[src/rtl/concept_keyword_lexer_unit_defines.svh]
// assertion helpers shared by the lexer modules
`ifndef CONCEPT_KEYWORD_LEXER_UNIT_DEFINES_SVH
`define CONCEPT_KEYWORD_LEXER_UNIT_DEFINES_SVH

// antecedent implies consequent on every clock, off during reset
`define CKL_ASSERT_IMP(label, ante, cons, msg) \
  label: assert property (@(posedge clk_i) disable iff (!rst_ni) (ante) |-> (cons)) \
    else $error(msg);

// expression must never hold outside reset
`define CKL_ASSERT_NEVER(label, expr, msg) \
  label: assert property (@(posedge clk_i) disable iff (!rst_ni) !(expr)) \
    else $error(msg);

`endif

[src/rtl/ckl_pkg.sv]
package ckl_pkg;

  localparam int QUEUE_DEPTH = 4;

  localparam logic [4:0] KIND_EOS     = 5'd0;
  localparam logic [4:0] KIND_SEMI    = 5'd1;
  localparam logic [4:0] KIND_LPAR    = 5'd2;
  localparam logic [4:0] KIND_RPAR    = 5'd3;
  localparam logic [4:0] KIND_AND     = 5'd4;
  localparam logic [4:0] KIND_ANYTH   = 5'd5;
  localparam logic [4:0] KIND_SOME    = 5'd6;
  localparam logic [4:0] KIND_SOMETH  = 5'd7;
  localparam logic [4:0] KIND_OR      = 5'd8;
  localparam logic [4:0] KIND_ONLY    = 5'd9;
  localparam logic [4:0] KIND_NOT     = 5'd10;
  localparam logic [4:0] KIND_NOTH    = 5'd11;
  localparam logic [4:0] KIND_IN      = 5'd12;
  localparam logic [4:0] KIND_IS      = 5'd13;
  localparam logic [4:0] KIND_ISA     = 5'd14;
  localparam logic [4:0] KIND_TRANS   = 5'd15;
  localparam logic [4:0] KIND_IDENT   = 5'd16;
  localparam logic [4:0] KIND_INVALID = 5'd17;

  typedef struct packed {
    logic [4:0] kind;
    logic [7:0] len;
  } ckl_tok_t;

  // all tokens caused by one input beat: first token, optional second
  typedef struct packed {
    ckl_tok_t tok0;
    ckl_tok_t tok1;
    logic     two;
  } ckl_rec_t;

endpackage

[src/rtl/ckl_front.sv]
module ckl_front import ckl_pkg::*; (
  input  logic       clk_i,
  input  logic       rst_ni,
  input  logic       in_valid_i,
  output logic       in_ready_o,
  input  logic [7:0] character_i,
  input  logic       end_of_stream_i,
  input  logic       full_i,
  output logic       push_o,
  output ckl_rec_t   push_rec_o
);

  localparam logic [5:0] POS_IDLE  = 6'd0;
  localparam logic [5:0] POS_IDENT = 6'd1;

  function automatic logic is_ident(input logic [7:0] c);
    return (c >= "a" && c <= "z") || (c >= "A" && c <= "Z") ||
           (c >= "0" && c <= "9") || c == "_";
  endfunction

  // keyword trie: position is 2 + node index, plain identifier otherwise
  function automatic logic [5:0] trie_advance(input logic [5:0] pos, input logic [7:0] c);
    logic [5:0] nxt;
    nxt = POS_IDENT;
    case (pos)
      POS_IDLE: begin
        case (c)
          "a": nxt = 6'd2;
          "s": nxt = 6'd11;
          "o": nxt = 6'd20;
          "n": nxt = 6'd25;
          "i": nxt = 6'd32;
          "t": nxt = 6'd36;
          default: nxt = POS_IDENT;
        endcase
      end
      6'd2:  if (c == "n") nxt = 6'd3;
      6'd3: begin
        if (c == "d") nxt = 6'd4;
        else if (c == "y") nxt = 6'd5;
      end
      6'd5:  if (c == "t") nxt = 6'd6;
      6'd6:  if (c == "h") nxt = 6'd7;
      6'd7:  if (c == "i") nxt = 6'd8;
      6'd8:  if (c == "n") nxt = 6'd9;
      6'd9:  if (c == "g") nxt = 6'd10;
      6'd11: if (c == "o") nxt = 6'd12;
      6'd12: if (c == "m") nxt = 6'd13;
      6'd13: if (c == "e") nxt = 6'd14;
      6'd14: if (c == "t") nxt = 6'd15;
      6'd15: if (c == "h") nxt = 6'd16;
      6'd16: if (c == "i") nxt = 6'd17;
      6'd17: if (c == "n") nxt = 6'd18;
      6'd18: if (c == "g") nxt = 6'd19;
      6'd20: begin
        if (c == "r") nxt = 6'd21;
        else if (c == "n") nxt = 6'd22;
      end
      6'd22: if (c == "l") nxt = 6'd23;
      6'd23: if (c == "y") nxt = 6'd24;
      6'd25: if (c == "o") nxt = 6'd26;
      6'd26: if (c == "t") nxt = 6'd27;
      6'd27: if (c == "h") nxt = 6'd28;
      6'd28: if (c == "i") nxt = 6'd29;
      6'd29: if (c == "n") nxt = 6'd30;
      6'd30: if (c == "g") nxt = 6'd31;
      6'd32: begin
        if (c == "n") nxt = 6'd33;
        else if (c == "s") nxt = 6'd34;
      end
      6'd34: if (c == "a") nxt = 6'd35;
      6'd36: if (c == "r") nxt = 6'd37;
      6'd37: if (c == "a") nxt = 6'd38;
      6'd38: if (c == "n") nxt = 6'd39;
      6'd39: if (c == "s") nxt = 6'd40;
      default: nxt = POS_IDENT;
    endcase
    return nxt;
  endfunction

  function automatic logic [4:0] pos_kind(input logic [5:0] pos);
    logic [4:0] k;
    case (pos)
      6'd4:    k = KIND_AND;
      6'd10:   k = KIND_ANYTH;
      6'd14:   k = KIND_SOME;
      6'd19:   k = KIND_SOMETH;
      6'd21:   k = KIND_OR;
      6'd24:   k = KIND_ONLY;
      6'd27:   k = KIND_NOT;
      6'd31:   k = KIND_NOTH;
      6'd33:   k = KIND_IN;
      6'd34:   k = KIND_IS;
      6'd35:   k = KIND_ISA;
      6'd40:   k = KIND_TRANS;
      default: k = KIND_IDENT;
    endcase
    return k;
  endfunction

  logic [5:0] pos_q, pos_d;
  logic [7:0] len_q, len_d;
  logic       err_q, err_d;

  logic       accept;
  logic       have_run;
  logic       delim_tok;
  ckl_tok_t   run_tok, dl_tok;

  assign in_ready_o = !full_i;
  assign accept     = in_valid_i && in_ready_o;
  assign have_run   = (pos_q != POS_IDLE);
  assign run_tok    = '{kind: pos_kind(pos_q), len: len_q};

  always_comb begin
    pos_d      = pos_q;
    len_d      = len_q;
    err_d      = err_q;
    push_o     = 1'b0;
    push_rec_o = '0;
    delim_tok  = 1'b0;
    dl_tok     = '{kind: KIND_INVALID, len: 8'd1};
    if (accept) begin
      if (end_of_stream_i) begin
        push_o = 1'b1;
        if (!err_q && have_run) begin
          push_rec_o.tok0 = run_tok;
          push_rec_o.tok1 = '{kind: KIND_EOS, len: 8'd0};
          push_rec_o.two  = 1'b1;
        end else begin
          push_rec_o.tok0 = '{kind: KIND_EOS, len: 8'd0};
        end
        pos_d = POS_IDLE;
        len_d = '0;
        err_d = 1'b0;
      end else if (!err_q) begin
        if (is_ident(character_i)) begin
          pos_d = trie_advance(pos_q, character_i);
          if (len_q != 8'hFF) len_d = len_q + 8'd1;
        end else begin
          pos_d = POS_IDLE;
          len_d = '0;
          case (character_i)
            " ", "\t", "\n", 8'h00, 8'hFF: delim_tok = 1'b0;
            ";": begin
              delim_tok   = 1'b1;
              dl_tok.kind = KIND_SEMI;
            end
            "(": begin
              delim_tok   = 1'b1;
              dl_tok.kind = KIND_LPAR;
            end
            ")": begin
              delim_tok   = 1'b1;
              dl_tok.kind = KIND_RPAR;
            end
            default: begin
              delim_tok = 1'b1;
              err_d     = 1'b1;
            end
          endcase
          push_o = have_run || delim_tok;
          if (have_run) begin
            push_rec_o.tok0 = run_tok;
            push_rec_o.tok1 = dl_tok;
            push_rec_o.two  = delim_tok;
          end else begin
            push_rec_o.tok0 = dl_tok;
          end
        end
      end
    end
  end

  always_ff @(posedge clk_i or negedge rst_ni) begin
    if (!rst_ni) begin
      pos_q <= POS_IDLE;
      len_q <= '0;
      err_q <= 1'b0;
    end else begin
      pos_q <= pos_d;
      len_q <= len_d;
      err_q <= err_d;
    end
  end

endmodule

[src/rtl/ckl_queue.sv]
`include "concept_keyword_lexer_unit_defines.svh"

module ckl_queue import ckl_pkg::*; #(
  parameter int Depth = QUEUE_DEPTH
) (
  input  logic     clk_i,
  input  logic     rst_ni,
  input  logic     push_i,
  input  ckl_rec_t push_rec_i,
  output logic     full_o,
  input  logic     pop_i,
  output logic     valid_o,
  output ckl_rec_t pop_rec_o
);

  localparam int PtrW = (Depth > 1) ? $clog2(Depth) : 1;
  localparam int CntW = $clog2(Depth + 1);
  localparam logic [PtrW-1:0] LastPtr = PtrW'(Depth - 1);
  localparam logic [CntW-1:0] FullCnt = CntW'(Depth);

  ckl_rec_t        mem_q [Depth];
  logic [PtrW-1:0] wr_ptr_q, rd_ptr_q;
  logic [CntW-1:0] cnt_q;
  logic            do_pop;

  assign full_o    = (cnt_q == FullCnt);
  assign valid_o   = (cnt_q != '0);
  assign pop_rec_o = mem_q[rd_ptr_q];
  assign do_pop    = pop_i && valid_o;

  always_ff @(posedge clk_i) begin
    if (push_i) mem_q[wr_ptr_q] <= push_rec_i;
  end

  always_ff @(posedge clk_i or negedge rst_ni) begin
    if (!rst_ni) begin
      wr_ptr_q <= '0;
      rd_ptr_q <= '0;
      cnt_q    <= '0;
    end else begin
      if (push_i) wr_ptr_q <= (wr_ptr_q == LastPtr) ? '0 : wr_ptr_q + 1'b1;
      if (do_pop) rd_ptr_q <= (rd_ptr_q == LastPtr) ? '0 : rd_ptr_q + 1'b1;
      if (push_i && !do_pop) cnt_q <= cnt_q + 1'b1;
      else if (!push_i && do_pop) cnt_q <= cnt_q - 1'b1;
    end
  end

  `CKL_ASSERT_NEVER(a_no_push_full, push_i && full_o, "push into full token queue")
  `CKL_ASSERT_NEVER(a_cnt_range, cnt_q > FullCnt, "token queue count overflow")
  `CKL_ASSERT_IMP(a_ptr_gap, cnt_q == '0, wr_ptr_q == rd_ptr_q, "empty queue with pointer gap")

endmodule

[src/rtl/ckl_back.sv]
`include "concept_keyword_lexer_unit_defines.svh"

module ckl_back import ckl_pkg::*; (
  input  logic       clk_i,
  input  logic       rst_ni,
  input  logic       q_valid_i,
  input  ckl_rec_t   q_rec_i,
  output logic       pop_o,
  output logic       out_valid_o,
  input  logic       out_ready_i,
  output logic [4:0] token_kind_o,
  output logic [7:0] token_length_o,
  output logic       last_of_step_o
);

  ckl_rec_t rec_q;
  logic     hold_q;
  logic     phase_q;   // 0 shows first token, 1 shows second
  logic     out_beat;
  logic     done;

  assign out_valid_o    = hold_q;
  assign out_beat       = hold_q && out_ready_i;
  assign last_of_step_o = !rec_q.two || phase_q;
  assign done           = out_beat && last_of_step_o;
  assign pop_o          = q_valid_i && (!hold_q || done);
  assign token_kind_o   = phase_q ? rec_q.tok1.kind : rec_q.tok0.kind;
  assign token_length_o = phase_q ? rec_q.tok1.len : rec_q.tok0.len;

  always_ff @(posedge clk_i) begin
    if (pop_o) rec_q <= q_rec_i;
  end

  always_ff @(posedge clk_i or negedge rst_ni) begin
    if (!rst_ni) begin
      hold_q  <= 1'b0;
      phase_q <= 1'b0;
    end else if (pop_o) begin
      hold_q  <= 1'b1;
      phase_q <= 1'b0;
    end else if (done) begin
      hold_q  <= 1'b0;
      phase_q <= 1'b0;
    end else if (out_beat) begin
      phase_q <= 1'b1;
    end
  end

  `CKL_ASSERT_IMP(a_phase_two, phase_q, hold_q && rec_q.two, "second token without pair")
  `CKL_ASSERT_IMP(a_pair_next, out_beat && !last_of_step_o, ##1 (hold_q && phase_q),
                  "second token of pair lost")
  `CKL_ASSERT_IMP(a_eos_last, hold_q && token_kind_o == KIND_EOS, last_of_step_o,
                  "eos token not last of beat")

endmodule

[src/rtl/concept_keyword_lexer_unit.sv]
// concept keyword lexer
// input channel: one byte per beat on character_i, or an end-of-stream mark
//   on end_of_stream_i (byte ignored then), handshake in_valid_i / in_ready_o
// output channel: one token per beat (token_kind_o, token_length_o,
//   last_of_step_o), handshake out_valid_o / out_ready_i
// a byte gives zero, one or two tokens; last_of_step_o flags the final one
// throughput: one input byte per cycle while the output keeps up; a byte that
//   closes a run and is itself a token needs two output beats
// out_valid_o comes from the back register, which loads from the token queue;
//   the front writes the queue at the accepting edge
// a queue of QueueDepth entries sits between front and back; when the
//   receiver stalls, the front keeps lexing until the queue fills, then
//   in_ready_o drops; tokens already made are held and never dropped
// after an invalid byte all input up to end of stream is discarded
// reset: lexer idle between tokens, error cleared, queue and output empty
module concept_keyword_lexer_unit import ckl_pkg::*; #(
  parameter int QueueDepth = QUEUE_DEPTH
) (
  input  logic       clk_i,
  input  logic       rst_ni,
  input  logic       in_valid_i,
  output logic       in_ready_o,
  input  logic [7:0] character_i,
  input  logic       end_of_stream_i,
  output logic       out_valid_o,
  input  logic       out_ready_i,
  output logic [4:0] token_kind_o,
  output logic [7:0] token_length_o,
  output logic       last_of_step_o
);

  logic     full, push, pop, q_valid;
  ckl_rec_t push_rec, pop_rec;

  ckl_front u_front (
    .clk_i,
    .rst_ni,
    .in_valid_i,
    .in_ready_o,
    .character_i,
    .end_of_stream_i,
    .full_i     (full),
    .push_o     (push),
    .push_rec_o (push_rec)
  );

  ckl_queue #(
    .Depth (QueueDepth)
  ) u_queue (
    .clk_i,
    .rst_ni,
    .push_i     (push),
    .push_rec_i (push_rec),
    .full_o     (full),
    .pop_i      (pop),
    .valid_o    (q_valid),
    .pop_rec_o  (pop_rec)
  );

  ckl_back u_back (
    .clk_i,
    .rst_ni,
    .q_valid_i  (q_valid),
    .q_rec_i    (pop_rec),
    .pop_o      (pop),
    .out_valid_o,
    .out_ready_i,
    .token_kind_o,
    .token_length_o,
    .last_of_step_o
  );

endmodule
[config.mk]
export PLATFORM = sky130hd
export DESIGN_NAME = concept_keyword_lexer_unit
export DESIGN_NICKNAME = d
export VERILOG_FILES = /design/src/rtl/ckl_pkg.sv /design/src/rtl/ckl_front.sv /design/src/rtl/ckl_queue.sv /design/src/rtl/ckl_back.sv /design/src/rtl/concept_keyword_lexer_unit.sv
export VERILOG_INCLUDE_DIRS = /design/src /design/src/rtl
export SDC_FILE = /design/constraint.sdc
export NUM_CORES = 1
export LEC_CHECK = 0
export BUFFER_PORTS_ARGS = -buffer_cell sky130_fd_sc_hd__buf_4
export CAP_MARGIN = 20
export CORE_MARGIN = 5
export CORE_UTILIZATION = 50
export DETAILED_ROUTE_END_ITERATION = 6
export PLACE_DENSITY = 0.7
export SYNTH_ARGS = -nofsm -noshare
export SYNTH_HDL_FRONTEND = slang
export SYNTH_SLANG_ARGS = --single-unit
[constraint.sdc]
create_clock -name clk_i -period 2.8 [get_ports clk_i]
set_input_delay 0.28 -clock clk_i [delete_from_list [all_inputs] [get_ports clk_i]]
set_output_delay 0.28 -clock clk_i [all_outputs]
set_load 0.01 [all_outputs]
# Word level (Yosys, flattened, before mapping)
# Memories as Yosys holds them, arrays and structs flattened. A register that Yosys moved wholly into a read port is not among the register bits.
# Cells that the tools add are included.
[totals]
ff_bits = 24
ramBits = 108
n_memories = 1
[mem_list]
columns = ["name", "words", "word_bits", "rd", "rd_ports_with_merged_regs", "wr", "line", "rtl"]
rows = [
  ["u_queue.mem_q", 4, 27, 1, 1, 1, "ckl_queue.sv:21", "ckl_rec_t mem_q [Depth];"],
]
[op_classes]
n_addsub = 5
n_lt_le_gt_ge = 6
n_eq_ne = 67
muxes = 78
reduce_logical = 34
[op_table]
columns = ["op", "n"]
rows = [
  ["$pmux W6 S31", 1],
  ["$eq A8 B7 Y1 const B", 15],
  ["$mux W27", 4],
  ["$eq A6 B5 Y1 const B", 16],
  ["$mux W6", 12],
  ["$mux W5", 14],
  ["$pmux W5 S12", 1],
  ["$eq A6 B6 Y1 const B", 9],
  ["$eq A6 B4 Y1 const B", 8],
  ["$mux W8", 5],
  ["$pmux W6 S6", 1],
  ["$eq A8 B6 Y1 const B", 4],
  ["$mux W4", 7],
  ["$mux W13", 2],
  ["$eq A6 B3 Y1 const B", 4],
  ["$mux W1", 21],
  ["$eq A8 B4 Y1 const B", 2],
  ["$ge A8 B7 Y1 const B", 2],
  ["$le A8 B7 Y1 const B", 2],
  ["$mux W3", 5],
  ["$pmux W5 S3", 1],
  ["$mux W14", 1],
  ["$eq A6 B2 Y1 const B", 2],
  ["$logic_and A1 B1 Y1", 11],
  ["24 further kinds", 40],
]

# Logic depth before layout (Yosys ltp)
# Gate-level depths: netlist of run 1.
[depth]
ltp_word = 18
mapped_depth = 12
ltp_nobuf = 11

# Cells and area by module
# A second synthesis of run 1 with hierarchy kept.
[unflattened]
cells_unflattened = 631
area_unflattened_um2 = 8217.9
[modules_own_cells]
columns = ["mod", "n_inst", "cells_per_inst", "area_per_inst_um2"]
rows = [
  ["ckl_queue", 1, 178, 4329.2],
  ["ckl_front", 1, 401, 2768.9],
  ["ckl_back", 1, 52, 1119.8],
]

# Worst setup path before layout of run 1
# Ideal clock, no wire load.
[synth_timing]
path_type = "register to register"
start = "reg u_back.phase_q"
end = "reg u_queue.cnt_q[1]"
setup_ns = 0.125
arrival_ns = 2.828
setup_slack_ns = -0.153
path_stages_with_launch = 9
path_cell_list = "dfrtp_1 > nand2b_1 > nand2_1 > a21oi_1 > inv_1 > ha_1 > inv_1 > fa_1 > mux2_2"
[synth_via]
elab_chain_len = 8
word_cells_on_any_way = 10
classes_between = "mux: 1; reduce/logical: 9"
[synth_rtl]
columns = ["item", "line", "rtl"]
rows = [
  ["start, declared", "ckl_back.sv:18", "logic phase_q;"],
  ["start signal, assigned", "ckl_back.sv:37", "phase_q <= 1'b0;"],
  ["start signal, assigned", "ckl_back.sv:40", "phase_q <= 1'b0;"],
  ["start signal, assigned", "ckl_back.sv:43", "phase_q <= 1'b0;"],
  ["$logic_or A1 B1 Y1 *", "ckl_back.sv:24", "assign last_of_step_o = !rec_q.two || phase_q;"],
  ["named net last_of_step_o", "concept_keyword_lexer_unit.sv:29", "output logic last_of_step_o"],
  ["$logic_and A1 B1 Y1 *", "ckl_back.sv:25", "assign done = out_beat && last_of_step_o;"],
  ["$logic_or A1 B1 Y1 *", "ckl_back.sv:26", "assign pop_o = q_valid_i && (!hold_q || done);"],
  ["$logic_and A1 B1 Y1 *", "ckl_back.sv:26", ""],
  ["named net pop", "concept_keyword_lexer_unit.sv:32", "logic full, push, pop, q_valid;"],
  ["$logic_and A1 B1 Y1 *", "ckl_queue.sv:29", "assign do_pop = pop_i && valid_o;"],
  ["$logic_not A1 Y1", "ckl_queue.sv:43", "if (push_i && !do_pop) cnt_q <= cnt_q + 1'b1;"],
  ["$logic_and A1 B1 Y1", "ckl_queue.sv:43", ""],
  ["$mux W3 / $reduce_bool A2 Y1 (equally long branches)", "n/a", ""],
  ["end signal, assigned", "ckl_queue.sv:43", ""],
  ["end signal, assigned", "ckl_queue.sv:44", "else if (!push_i && do_pop) cnt_q <= cnt_q - 1'b1;"],
  ["end, declared", "ckl_queue.sv:23", "logic [CntW-1:0] cnt_q;"],
]
# The timed path passes the listed nets; every way through them passes the cells marked *.
# A chain may end at the register's enable or synchronous reset.

# Worst setup path in the final report of run 1
[layout_timing]
start = "reg u_queue.cnt_q[1]"
end = "reg u_queue.cnt_q[1]"
[layout_via]
elab_chain_len = 7
word_cells_on_any_way = 16
classes_between = "add/sub: 2; eq/ne: 1; mux: 3; reduce/logical: 10"
[layout_rtl]
columns = ["item", "line", "rtl"]
rows = [
  ["$eq A3 B3 Y1 *", "ckl_queue.sv:26", "assign full_o = (cnt_q == FullCnt);"],
  ["$logic_not A1 Y1 *", "ckl_front.sv:110", "assign in_ready_o = !full_i;"],
  ["$logic_and A1 B1 Y1 *", "ckl_front.sv:111", "assign accept = in_valid_i && in_ready_o;"],
  ["$mux W1 *", "ckl_front.sv:123", "if (accept) begin"],
  ["named net push", "concept_keyword_lexer_unit.sv:32", ""],
  ["$logic_not A1 Y1", "ckl_queue.sv:44", ""],
  ["$logic_and A1 B1 Y1", "ckl_queue.sv:44", ""],
  ["$reduce_bool A2 Y1 (no source line)", "n/a", ""],
]
# The timed path passes the listed nets; every way through them passes the cells marked *. The select of a mux whose other input is x is not followed.

==> impl_metrics.csv, run 1 <==
group,metric,value,unit
route,routedWlPerCell,21.1,µm
critical_path,crit_required,3080,ps
timing,drv_slew,0,
global_route,grt_max_degree,32,
yosys,synth_most_common_cell,"edfxtp_1",
final_layout,multi_input_area,2970,µm²
yosys,yosys_warnings,0,
timing,slew_headroom,0.405,
cts,post_cts_resized,0,
floorplanning,die-width,124,µm
yosys,synthCells,582,
timing,setup_viol,0,
global_route,grt_pass1_vias,5064,
route,dr.pass1.iters,5,
power,peakVddDrop,574,µV
yosys,synth_nets,603,
yosys,yosys-top-cells-count,"edfxtp_1 (90), nand2_1 (39), nor2_1 (38)",
power,power.leakage,2.78,nW
final_layout,final_util,0.620,
floorplanning,die_area,15400,µm²
cts,cts_made_buffers,17,
hold_path,hold_start,"out_ready_i",
final_layout,seqCellArea,3300,µm²
floorplanning,start_util,0.512,
critical_path,cp-start-kind,"flip-flop",
final_layout,antennaDiodeCount,0,
route,ant_nets,0,
final_layout,layout.cells.non_filler,824,
cts,cts.path.max_buffers,2,
hold_path,hold_path_class,"in -> reg",
final_layout,n_fill_cell,973,
yosys,synth_cell_types,82,
critical_path,r2r-start,"u_queue.cnt_q[1]$_DFFE_PN0P_",
hold_path,hold_end,"u_back.phase_q$_DFFE_PN0P_",
power,p_per_area,817,nW/µm²
yosys,syn_area_per_cell,11.1,µm²
floorplanning,io_pins,29,
final_layout,fin_nets,660,
critical_path,critPathMaxFanout,5,
cts,root_buffer,"clkbuf_16",
critical_path,crit_start,"u_queue.cnt_q[1]$_DFFE_PN0P_",
route,vias,5149,
floorplanning,coreArea,12700,µm²
timing,hold_ws,200,ps
timing,finalCritPeriodShare,0.932,
timing,tightest_slew,893,ps
floorplanning,rows,41,
yosys,synth-main-ff-cell,"edfxtp_1",
placed_design,gp_congestion,0.992,
critical_path,rrSetupSlack,190,ps
placed_design,portBuffers,28,
yosys,synth_top_area_frac,0.417,
cts,cts_tree,"yes",
route,drc,0,
cts,clk_transition_reported_paths,50,ps
critical_path,reg2reg_to,"u_queue.cnt_q[1]$_DFFE_PN0P_",
placed_design,pre_cts_ws,-16.8,ps
yosys,synth-seq-area-share,0.509,
timing,hold_violations,0,
critical_path,path_class,"reg -> reg",
yosys,synth_area_leader_cell,"edfxtp_1",
route,wirelength,17400,µm
yosys,ys_ff_latch,114,
final_layout,layout-drive-gt1-share,0.241,
yosys,synth_area_leaders,"edfxtp_1 (42%), dfrtp_1 (9.3%), mux4_2 (6.3%)",
cts,cts_htree_levels,4,
timing,period_needed,2610,ps
cts,cts_setup_buffers,0,
placed_design,hpwl,12200,µm
global_route,grt_util_all_layers,0.240,
critical_path,end_kind,"flip-flop",
yosys,synthArstFlopShare,0.211,
global_route,grt_overflow,0,
yosys,synth-edff-count,90,
critical_path,crit_arrival,2890,ps
route,drt_iter0_drc,354,
yosys,syn-cell-area,6490,µm²
timing,finalWorstSetupSlack,190,ps
route,via_per_inst,6.25,
timing,rsz0062_at_grt,"false",
cts,insertion_delay,400,ps
critical_path,worstRegToRegCells,8,
cts,hold_buffers,1,
timing,finalClockSkew,7.61,ps
final_layout,area_delta_synth_final,21.1,%
floorplanning,die_h,124,µm
placed_design,dpl.cell_count,791,
hold_path,whs_path_depth,3,
global_route,grt_pass1_wl,27600,µm
timing,max_freq,0.383,GHz
cts,clock_sinks,114,
outcome,status,"completed",
run,maxCapViolations,0,
global_route,antenna_found_initial,0,
where the power goes:
group	total [mW]	internal (mW)	switching [mW]	leakage (nW)
combinational	1.70	0.852	0.853	1.30
clock	2.27	1.50	0.766	0.305
sequential	2.45	2.26	0.190	1.17
total	6.42	4.61	1.81	2.78
stage by stage:
stage | power (mW) | instance area, µm² | setup TNS [ps]
global route | 6.72 | 7860 | 0
global placement | 4.10 | 7210 | 0
detailed placement | 4.17 | 7210 | -16.8
CTS | 6.48 | 7860 | 0
finish | 6.42 | 7860 | 0
floorplan | 3.50 | 6520 | 0
sequential cells by signal, summed over array words and instances, names as in the netlist, 2 cells and up:
| register | flops |
|---|---|
| u_front.pos_q | 6 |
| u_queue.cnt_q | 3 |
| u_back.rec_q | 18 |
| u_queue.wr_ptr_q | 2 |
| u_queue.rd_ptr_q | 2 |
| u_front.len_q | 8 |
| u_queue.mem_q | 72 |
cells by family (layout without fill, tap and decap cells):
kind of cell    after synthesis  count (layout)  share of synthesized area
compound gates              126             126                      0.133
xor+xnor                     10              10                     0.0135
buf+inv                      61             131                     0.0390
flops                       114             114                      0.509
fa+ha+maj                     8               8                     0.0166
mux                          30              30                     0.0839
simple gates                233             233                      0.204
how the worst max path moves through the flow:
| stage | end | slack (ps) | cells after the start |
|---|---|---|---|
| final | u_queue.cnt_q[1]$_DFFE_PN0P_ | 190 | 8 |
| after global routing | u_queue.cnt_q[1]$_DFFE_PN0P_ | 100 | 8 |
| after CTS | u_queue.cnt_q[1]$_DFFE_PN0P_ | 200 | 8 |
| after detailed placement | u_queue.cnt_q[2]$_DFFE_PN0P_ | -20 | 12 |
| after global placement | u_queue.cnt_q[2]$_DFFE_PN0P_ | 20 | 12 |
| after floorplan | u_queue.cnt_q[2]$_DFFE_PN0P_ | 10 | 12 |
per-layer routing:
metal / wire length, µm / vias to the layer above / global-route usage
li1: - / 2355 / -
met1: 6860 / 2487 / 0.304
met2: 8560 / 243 / 0.388
met3: 1090 / 64 / 0.0495
met4: 905 / 0 / 0.129
met5: 0 / - / 0
final cells by class:
class,count,share of cell area
clock inverters,15,0.0263
clock buffers,17,0.0541
inverters,18,0.00860
repair buffers,81,0.0857
well taps,172,0.0274
flip-flops and latches,114,0.420
multi-input cells,407,0.377
cells in the final DEF (no fill, tap or decap), drive strengths merged, types with 9 or more instances in the layout:
master and n:
edfxtp 90, buf 80, nand2 40, nor2 38
a21oi 37, o21ai 25, dfrtp 24, nor3 24
inv 22, nand3 21, nor2b 19, mux4 18
clkbuf 17, nand2b 16, nor4 14, nand4 10
and2 10, a32oi 9, mux2 9
worst max-delay path: stages, from the launching register on:
cell,delay (ps)
dfrtp_1,430
or3b_2,520
nand2_1,170
nor2_1,90
o311a_4,350
ha_4,170
inv_1,80
fa_2,410
mux2_2,270
Power figures use the tool's default switching activity.
==> inputs of run 2 (changes only) <==
CORE_ASPECT_RATIO = 1.75   (was unset)
==> run 2 against run 1 <==
Against the previous run:
- clock skew shrank 2.7 ps
- via count grew 4.1%
- sequential share of layout area shrank 0.21 points
- global-route usage is 3.1 points higher
- total power increased by 0.38%
- non-clock buffer count rose by 5
- sequential power about the same
- clock-buffer cell count stayed put
- utilization is 0.65 points lower
- largest cell class unchanged
==> impl_metrics.csv, run 2 (synthesis results as in run 1) <==
group,metric,value,unit
critical_path,critPathMaxStageDelay,510,ps
final_layout,largest_register_ffs,72,
placed_design,pre_cts_ws,-39.6,ps
power,power.share.switching,0.286,
critical_path,cp-start-kind,"flip-flop",
final_layout,reg.largest.list,"u_queue.mem_q: 72 flops, u_back.rec_q: 18 flops, u_front.len_q: 8 flops",
final_layout,area_delta_synth_final,21.7,%
timing,drv_slew,0,
cts,cts_tree,"yes",
power,peakVddDrop,409,µV
cts,cts_setup_buffers,0,
floorplanning,io_pins,29,
cts,root_buffer,"clkbuf_16",
cts,clk_transition_reported_paths,50,ps
power,comb_power_share,0.263,
global_route,antenna_found_initial,0,
final_layout,layout-drive-gt1-share,0.247,
floorplanning,die_h,161,µm
critical_path,crit_chain,"or3b_2 > nand2_1 > nor2_1 > o311a_4 > ha_4 > inv_1 > fa_2 > mux2_2",
timing,period_needed,2610,ps
final_layout,layout_commonest_cell,"edfxtp_1",
route,wl_met2,10900,µm
critical_path,crit_arrival,2900,ps
cts,insertion_delay,410,ps
timing,setup_viol,0,
route,routedWlPerCell,23.9,µm
cts,cts.path.max_buffers,2,
power,clockPowerShare,0.355,
final_layout,fin_nets,665,
critical_path,critPathMaxFanout,5,
critical_path,critPathTopFamily,"simple AND/OR/NAND/NOR gates",
critical_path,path_class,"reg -> reg",
route,drc,0,
route,vias,5360,
power,intPower,4.60,mW
route,dr.pass1.iters,5,
power,power.leakage,2.80,nW
timing,max_freq,0.384,GHz
timing,finalWorstSetupSlack,192,ps
floorplanning,start_util,0.504,
timing,rsz0062_at_grt,"false",
route,ant_nets,0,
global_route,grt_pass1_vias,5434,
route,drt_iter0_drc,436,
power,p_sw,1.84,mW
power,p_seq_frac,0.381,
cts,clock_sinks,114,
route,wirelength,19800,µm
critical_path,crit_slowest_cell,"or3b_2",
floorplanning,die_area,15400,µm²
floorplanning,die-width,96.1,µm
placed_design,gp_congestion,1.03,
final_layout,max_flop_register,"u_queue.mem_q",
timing,hold_violations,0,
global_route,grt_overflow,0,
global_route,grt_max_degree,29,
timing,tightest_slew,938,ps
outcome,status,"completed",
global_route,grt_pass1_wl,30500,µm
critical_path,end_kind,"flip-flop",
timing,hold_ws,177,ps
run,maxCapViolations,0,
route,wirelength_met1,6320,µm
final_layout,final_util,0.614,
timing,slew_headroom,0.375,
final_layout,layout_common_cells,"edfxtp_1 (90), buf_4 (80), nand2_1 (39)",
placed_design,portBuffers,28,
critical_path,worst-path-buf-inv,1,
critical_path,crit_required,3090,ps
floorplanning,rows,55,
timing,finalCritPeriodShare,0.931,
route,routed.top_layer,"met4",
timing,fin_tns_setup,0,ps
global_route,grt_util_all_layers,0.270,
hold_path,hold_path_class,"in -> reg",
cts,cts_htree_levels,4,
final_layout,antennaDiodeCount,0,
floorplanning,coreArea,12900,µm²
cts,cts_made_buffers,17,
route,route.met3.wl,1030,µm
route,via_per_inst,6.48,
power,p_per_area,816,nW/µm²
timing,finalClockSkew,4.95,ps
placed_design,hpwl,13800,µm
==> run 2: changes by cell type in the layout (fill, tap and decap cells not counted), sizes merged <==
cell,change
inv,-1
buf,+5
==> run 2: path summary, 6_finish.rpt <==
| path | startpoint | to | slack (ps) | depth (start not counted) |
|---|---|---|---|---|
| hold reg to reg | u_queue.cnt_q[2]$_DFFE_PN0P_ | u_queue.cnt_q[2]$_DFFE_PN0P_ | 560 | 1 |
| hold / removal | out_ready_i | u_back.phase_q$_DFFE_PN0P_ | 180 | 3 |
| min in group asynchronous | rst_ni | u_queue.rd_ptr_q[1]$_DFFE_PN0P_ | 330 | 2 |
| setup reg to reg | u_queue.cnt_q[1]$_DFFE_PN0P_ | u_queue.cnt_q[1]$_DFFE_PN0P_ | 190 | 8 |
| max in group asynchronous | rst_ni | u_queue.wr_ptr_q[1]$_DFFE_PN0P_ | 2200 | 2 |
| setup / recovery | u_queue.cnt_q[1]$_DFFE_PN0P_ | u_queue.cnt_q[1]$_DFFE_PN0P_ | 190 | 8 |
==> run 2: power groups by stage <==
| stage | sequential, mW | clock (mW) | combinational (mW) |
|---|---|---|---|
| 5_1_grt | 2.48 | 2.39 | 1.85 |
| 3_3_place_gp | 2.45 | 0 | 1.64 |
| 2_1_floorplan | 2.39 | 0 | 1.10 |
| 6_report | 2.46 | 2.29 | 1.70 |
| 3_5_place_dp | 2.47 | 0 | 1.69 |
| 4_1_cts | 2.46 | 2.31 | 1.72 |
==> run 2: metrics by stage <==
step | power, mW | std cells | area [µm²]
floorplan | 3.50 | 582 | 6520
detailed placement | 4.16 | 795 | 7250
global route | 6.73 | 827 | 7900
CTS | 6.49 | 827 | 7890
finish | 6.44 | 827 | 7900
global placement | 4.09 | 795 | 7250
==> run 2: worst min-delay path: cells and delay by family <==
kind	cells	cell delay, ps
AO/OA/AOI/OAI	1	80
buffers and inverters	1	120
AND/OR/NAND/NOR	1	50
==> run 2: layout make-up <==
cell class | count | area [µm²]
Clock buffer | 17 | 425
Fill cell | 989 | 4970
Clock inverter | 14 | 205
Inverter | 18 | 67.6
Sequential cell | 114 | 3300
Tap cell | 171 | 214
Multi-Input combinational cell | 407 | 2970
Timing Repair Buffer | 86 | 711
==> run 2: repair_timing <==
| item | CTS | global route |
|---|---|---|
| hold buffers | 1 | 0 |
| endpoints found under the setup margin | 0 | 1 |
| gates resized for setup | 0 | 1 |
| hold endpoints to repair | 24 | 0 |
==> run 2: per-layer routing <==
| metal | up-vias | GRT usage |
|---|---|---|
| li1 | 2366 | - |
| met3 | 97 | 0.0506 |
| met2 | 274 | 0.489 |
| met5 | - | 0 |
| met4 | 0 | 0.186 |
| met1 | 2623 | 0.265 |
==> inputs of run 3 (changes only) <==
REMOVE_ABC_BUFFERS = 1   (was unset)
==> run 3 against run 2 <==
Against the previous run:
- non-clock buffer count decreased by 2
- worst hold slack improved by 0.79 ps
- die area unchanged
- total power decreased by 4.3%
- clock skew increased by 2.5 ps
- maximum frequency decreased by 1.9%
- clock-buffer cell count increased by 1
- worst setup slack got worse by 51 ps
- sequential power about the same
- first-iteration DRC count decreased by 13%
- critical endpoint unchanged
==> impl_metrics.csv, run 3 (synthesis results as in run 1) <==
group,metric,value,unit
global_route,grt_overflow,0,
timing,tightest_slew,893,ps
critical_path,end_kind,"flip-flop",
global_route,antenna_found_initial,0,
route,dr.pass1.iters,5,
critical_path,path_class,"reg -> reg",
cts,insertion_delay,400,ps
final_layout,antennaDiodeCount,0,
power,power.leakage,2.77,nW
timing,max_freq,0.376,GHz
floorplanning,die_h,161,µm
timing,finalCritPeriodShare,0.950,
floorplanning,die_area,15400,µm²
final_layout,seqCellArea,3300,µm²
global_route,grt_pass1_vias,5525,
timing,drv_slew,0,
route,routedWlPerCell,23.2,µm
run,maxCapViolations,0,
final_layout,multi_input_area,2930,µm²
cts,cts_setup_buffers,0,
placed_design,hpwl,14000,µm
timing,slew_headroom,0.404,
final_layout,layout.cells.non_filler,826,
final_layout,max_flop_register,"u_queue.mem_q",
route,via_per_inst,6.40,
final_layout,largest_register_ffs,72,
cts,cts_made_buffers,17,
cts,root_buffer,"clkbuf_16",
final_layout,layout_commonest_cell,"edfxtp_1",
critical_path,crit_required,3080,ps
critical_path,crit_chain,"or3b_2 > nand2_1 > nor2_1 > o311a_4 > ha_1 > inv_1 > fa_1 > mux2_2",
critical_path,critPathMaxFanout,5,
final_layout,area_delta_synth_final,20.2,%
hold_path,hold_path_class,"in -> reg",
route,wirelength,19100,µm
power,p_per_area,791,nW/µm²
cts,clk_transition_reported_paths,50,ps
global_route,grt_pass1_wl,29800,µm
timing,finalClockSkew,7.46,ps
final_layout,n_fill_cell,1045,
floorplanning,coreArea,12900,µm²
final_layout,stdcell_area,7790,µm²
final_layout,layout-drive-gt1-share,0.238,
critical_path,crit_arrival,2940,ps
timing,setup_viol,0,
final_layout,reg.largest.list,"u_queue.mem_q: 72 flops, u_back.rec_q: 18 flops, u_front.len_q: 8 flops",
placed_design,dpl-instance-area,7200,µm²
floorplanning,die-width,96.1,µm
timing,period_needed,2660,ps
final_layout,fin_nets,663,
cts,cts_htree_levels,4,
power,peakVddDrop,430,µV
critical_path,crit_slowest_cell,"or3b_2",
route,ant_nets,0,
placed_design,gp_congestion,1.04,
route,drt_iter0_drc,379,
outcome,status,"completed",
critical_path,cp-start-kind,"flip-flop",
cts,clock_sinks,114,
cts,post_cts_resized,0,
route,vias,5290,
global_route,grt_util_all_layers,0.259,
route,drc,0,
placed_design,portBuffers,28,
timing,rsz0062_at_grt,"false",
cts,cts_tree,"yes",
timing,hold_violations,0,
placed_design,dpl.cell_count,793,
global_route,grt_max_degree,32,
cts,cts.path.max_buffers,2,
floorplanning,start_util,0.504,
final_layout,layout_common_cells,"edfxtp_1 (90), buf_4 (78), nand2_1 (39)",
critical_path,critPathMaxStageDelay,530,ps
floorplanning,rows,55,
floorplanning,io_pins,29,
run 3: changes by cell type in the layout (fill, tap and decap cells not counted), sizes merged:
cell,previous run,this run
inv,21,18
clkinv,5,9
buf,85,83
clkinvlp,2,3
bufinv,4,2
clkbuf,17,18
run 3: final timing paths:
kind	startpoint	to	slack, ps	cells past startpoint
setup / recovery	u_queue.cnt_q[0]$_DFFE_PN0P_	u_queue.cnt_q[1]$_DFFE_PN0P_	140	8
hold / removal	out_ready_i	u_back.phase_q$_DFFE_PN0P_	180	3
setup reg to reg	u_queue.cnt_q[0]$_DFFE_PN0P_	u_queue.cnt_q[1]$_DFFE_PN0P_	140	8
hold reg to reg	u_queue.cnt_q[2]$_DFFE_PN0P_	u_queue.cnt_q[2]$_DFFE_PN0P_	520	1
max in group asynchronous	rst_ni	u_front.len_q[4]$_DFFE_PN0P_	2180	2
min in group asynchronous	rst_ni	u_queue.wr_ptr_q[1]$_DFFE_PN0P_	330	2
run 3: metal layers:
metal  routed length (µm)  vias up  track usage
met4                 1460        0        0.184
met5                    0        -            0
met2                10600      239        0.461
li1                     -     2363            -
met1                 6350     2593        0.264
met3                  761       95       0.0398
run 3: report_power, final:
part | internal (mW) | switching, mW
clock network | 1.32 | 0.740
logic | 0.815 | 0.834
registers | 2.26 | 0.195
total | 4.40 | 1.77
run 3: metrics by stage:
stage               hold WS, ps  setup slack (ps)  TNS [ps]  utilization  total power [mW]
global route                183              15.5         0        0.606              6.46
CTS                         173               135         0        0.606              6.22
finish                      177               141         0        0.606              6.16
detailed placement          215             -52.1     -52.1        0.560              4.14
global placement            206              39.2         0        0.560              4.05
floorplan                 -15.6              -312      -487            -              3.43
run 3: final cells by class:
class                           count  share of cell area
Tap cell                          171              0.0275
Inverter                           18             0.00867
Clock buffer                       18              0.0563
Clock inverter                     14              0.0180
Sequential cell                   114               0.424
Timing Repair Buffer               84              0.0893
Multi-Input combinational cell    407               0.376
run 3: critical path: cells and delay by family, from the launching register on:
family / cells / cell delay (ps)
AOI/OAI and AO/OA: 1 / 320
adders and majority gates: 2 / 610
buffers and inverters: 1 / 90
DFF: 1 / 440
muxes: 1 / 270
and+or+nand+nor: 3 / 800
run 3: timing repair:
action | CTS | global route
endpoints found under the setup margin | 0 | 0
endpoints found under the hold margin | 24 | 0
hold buffers | 1 | 0
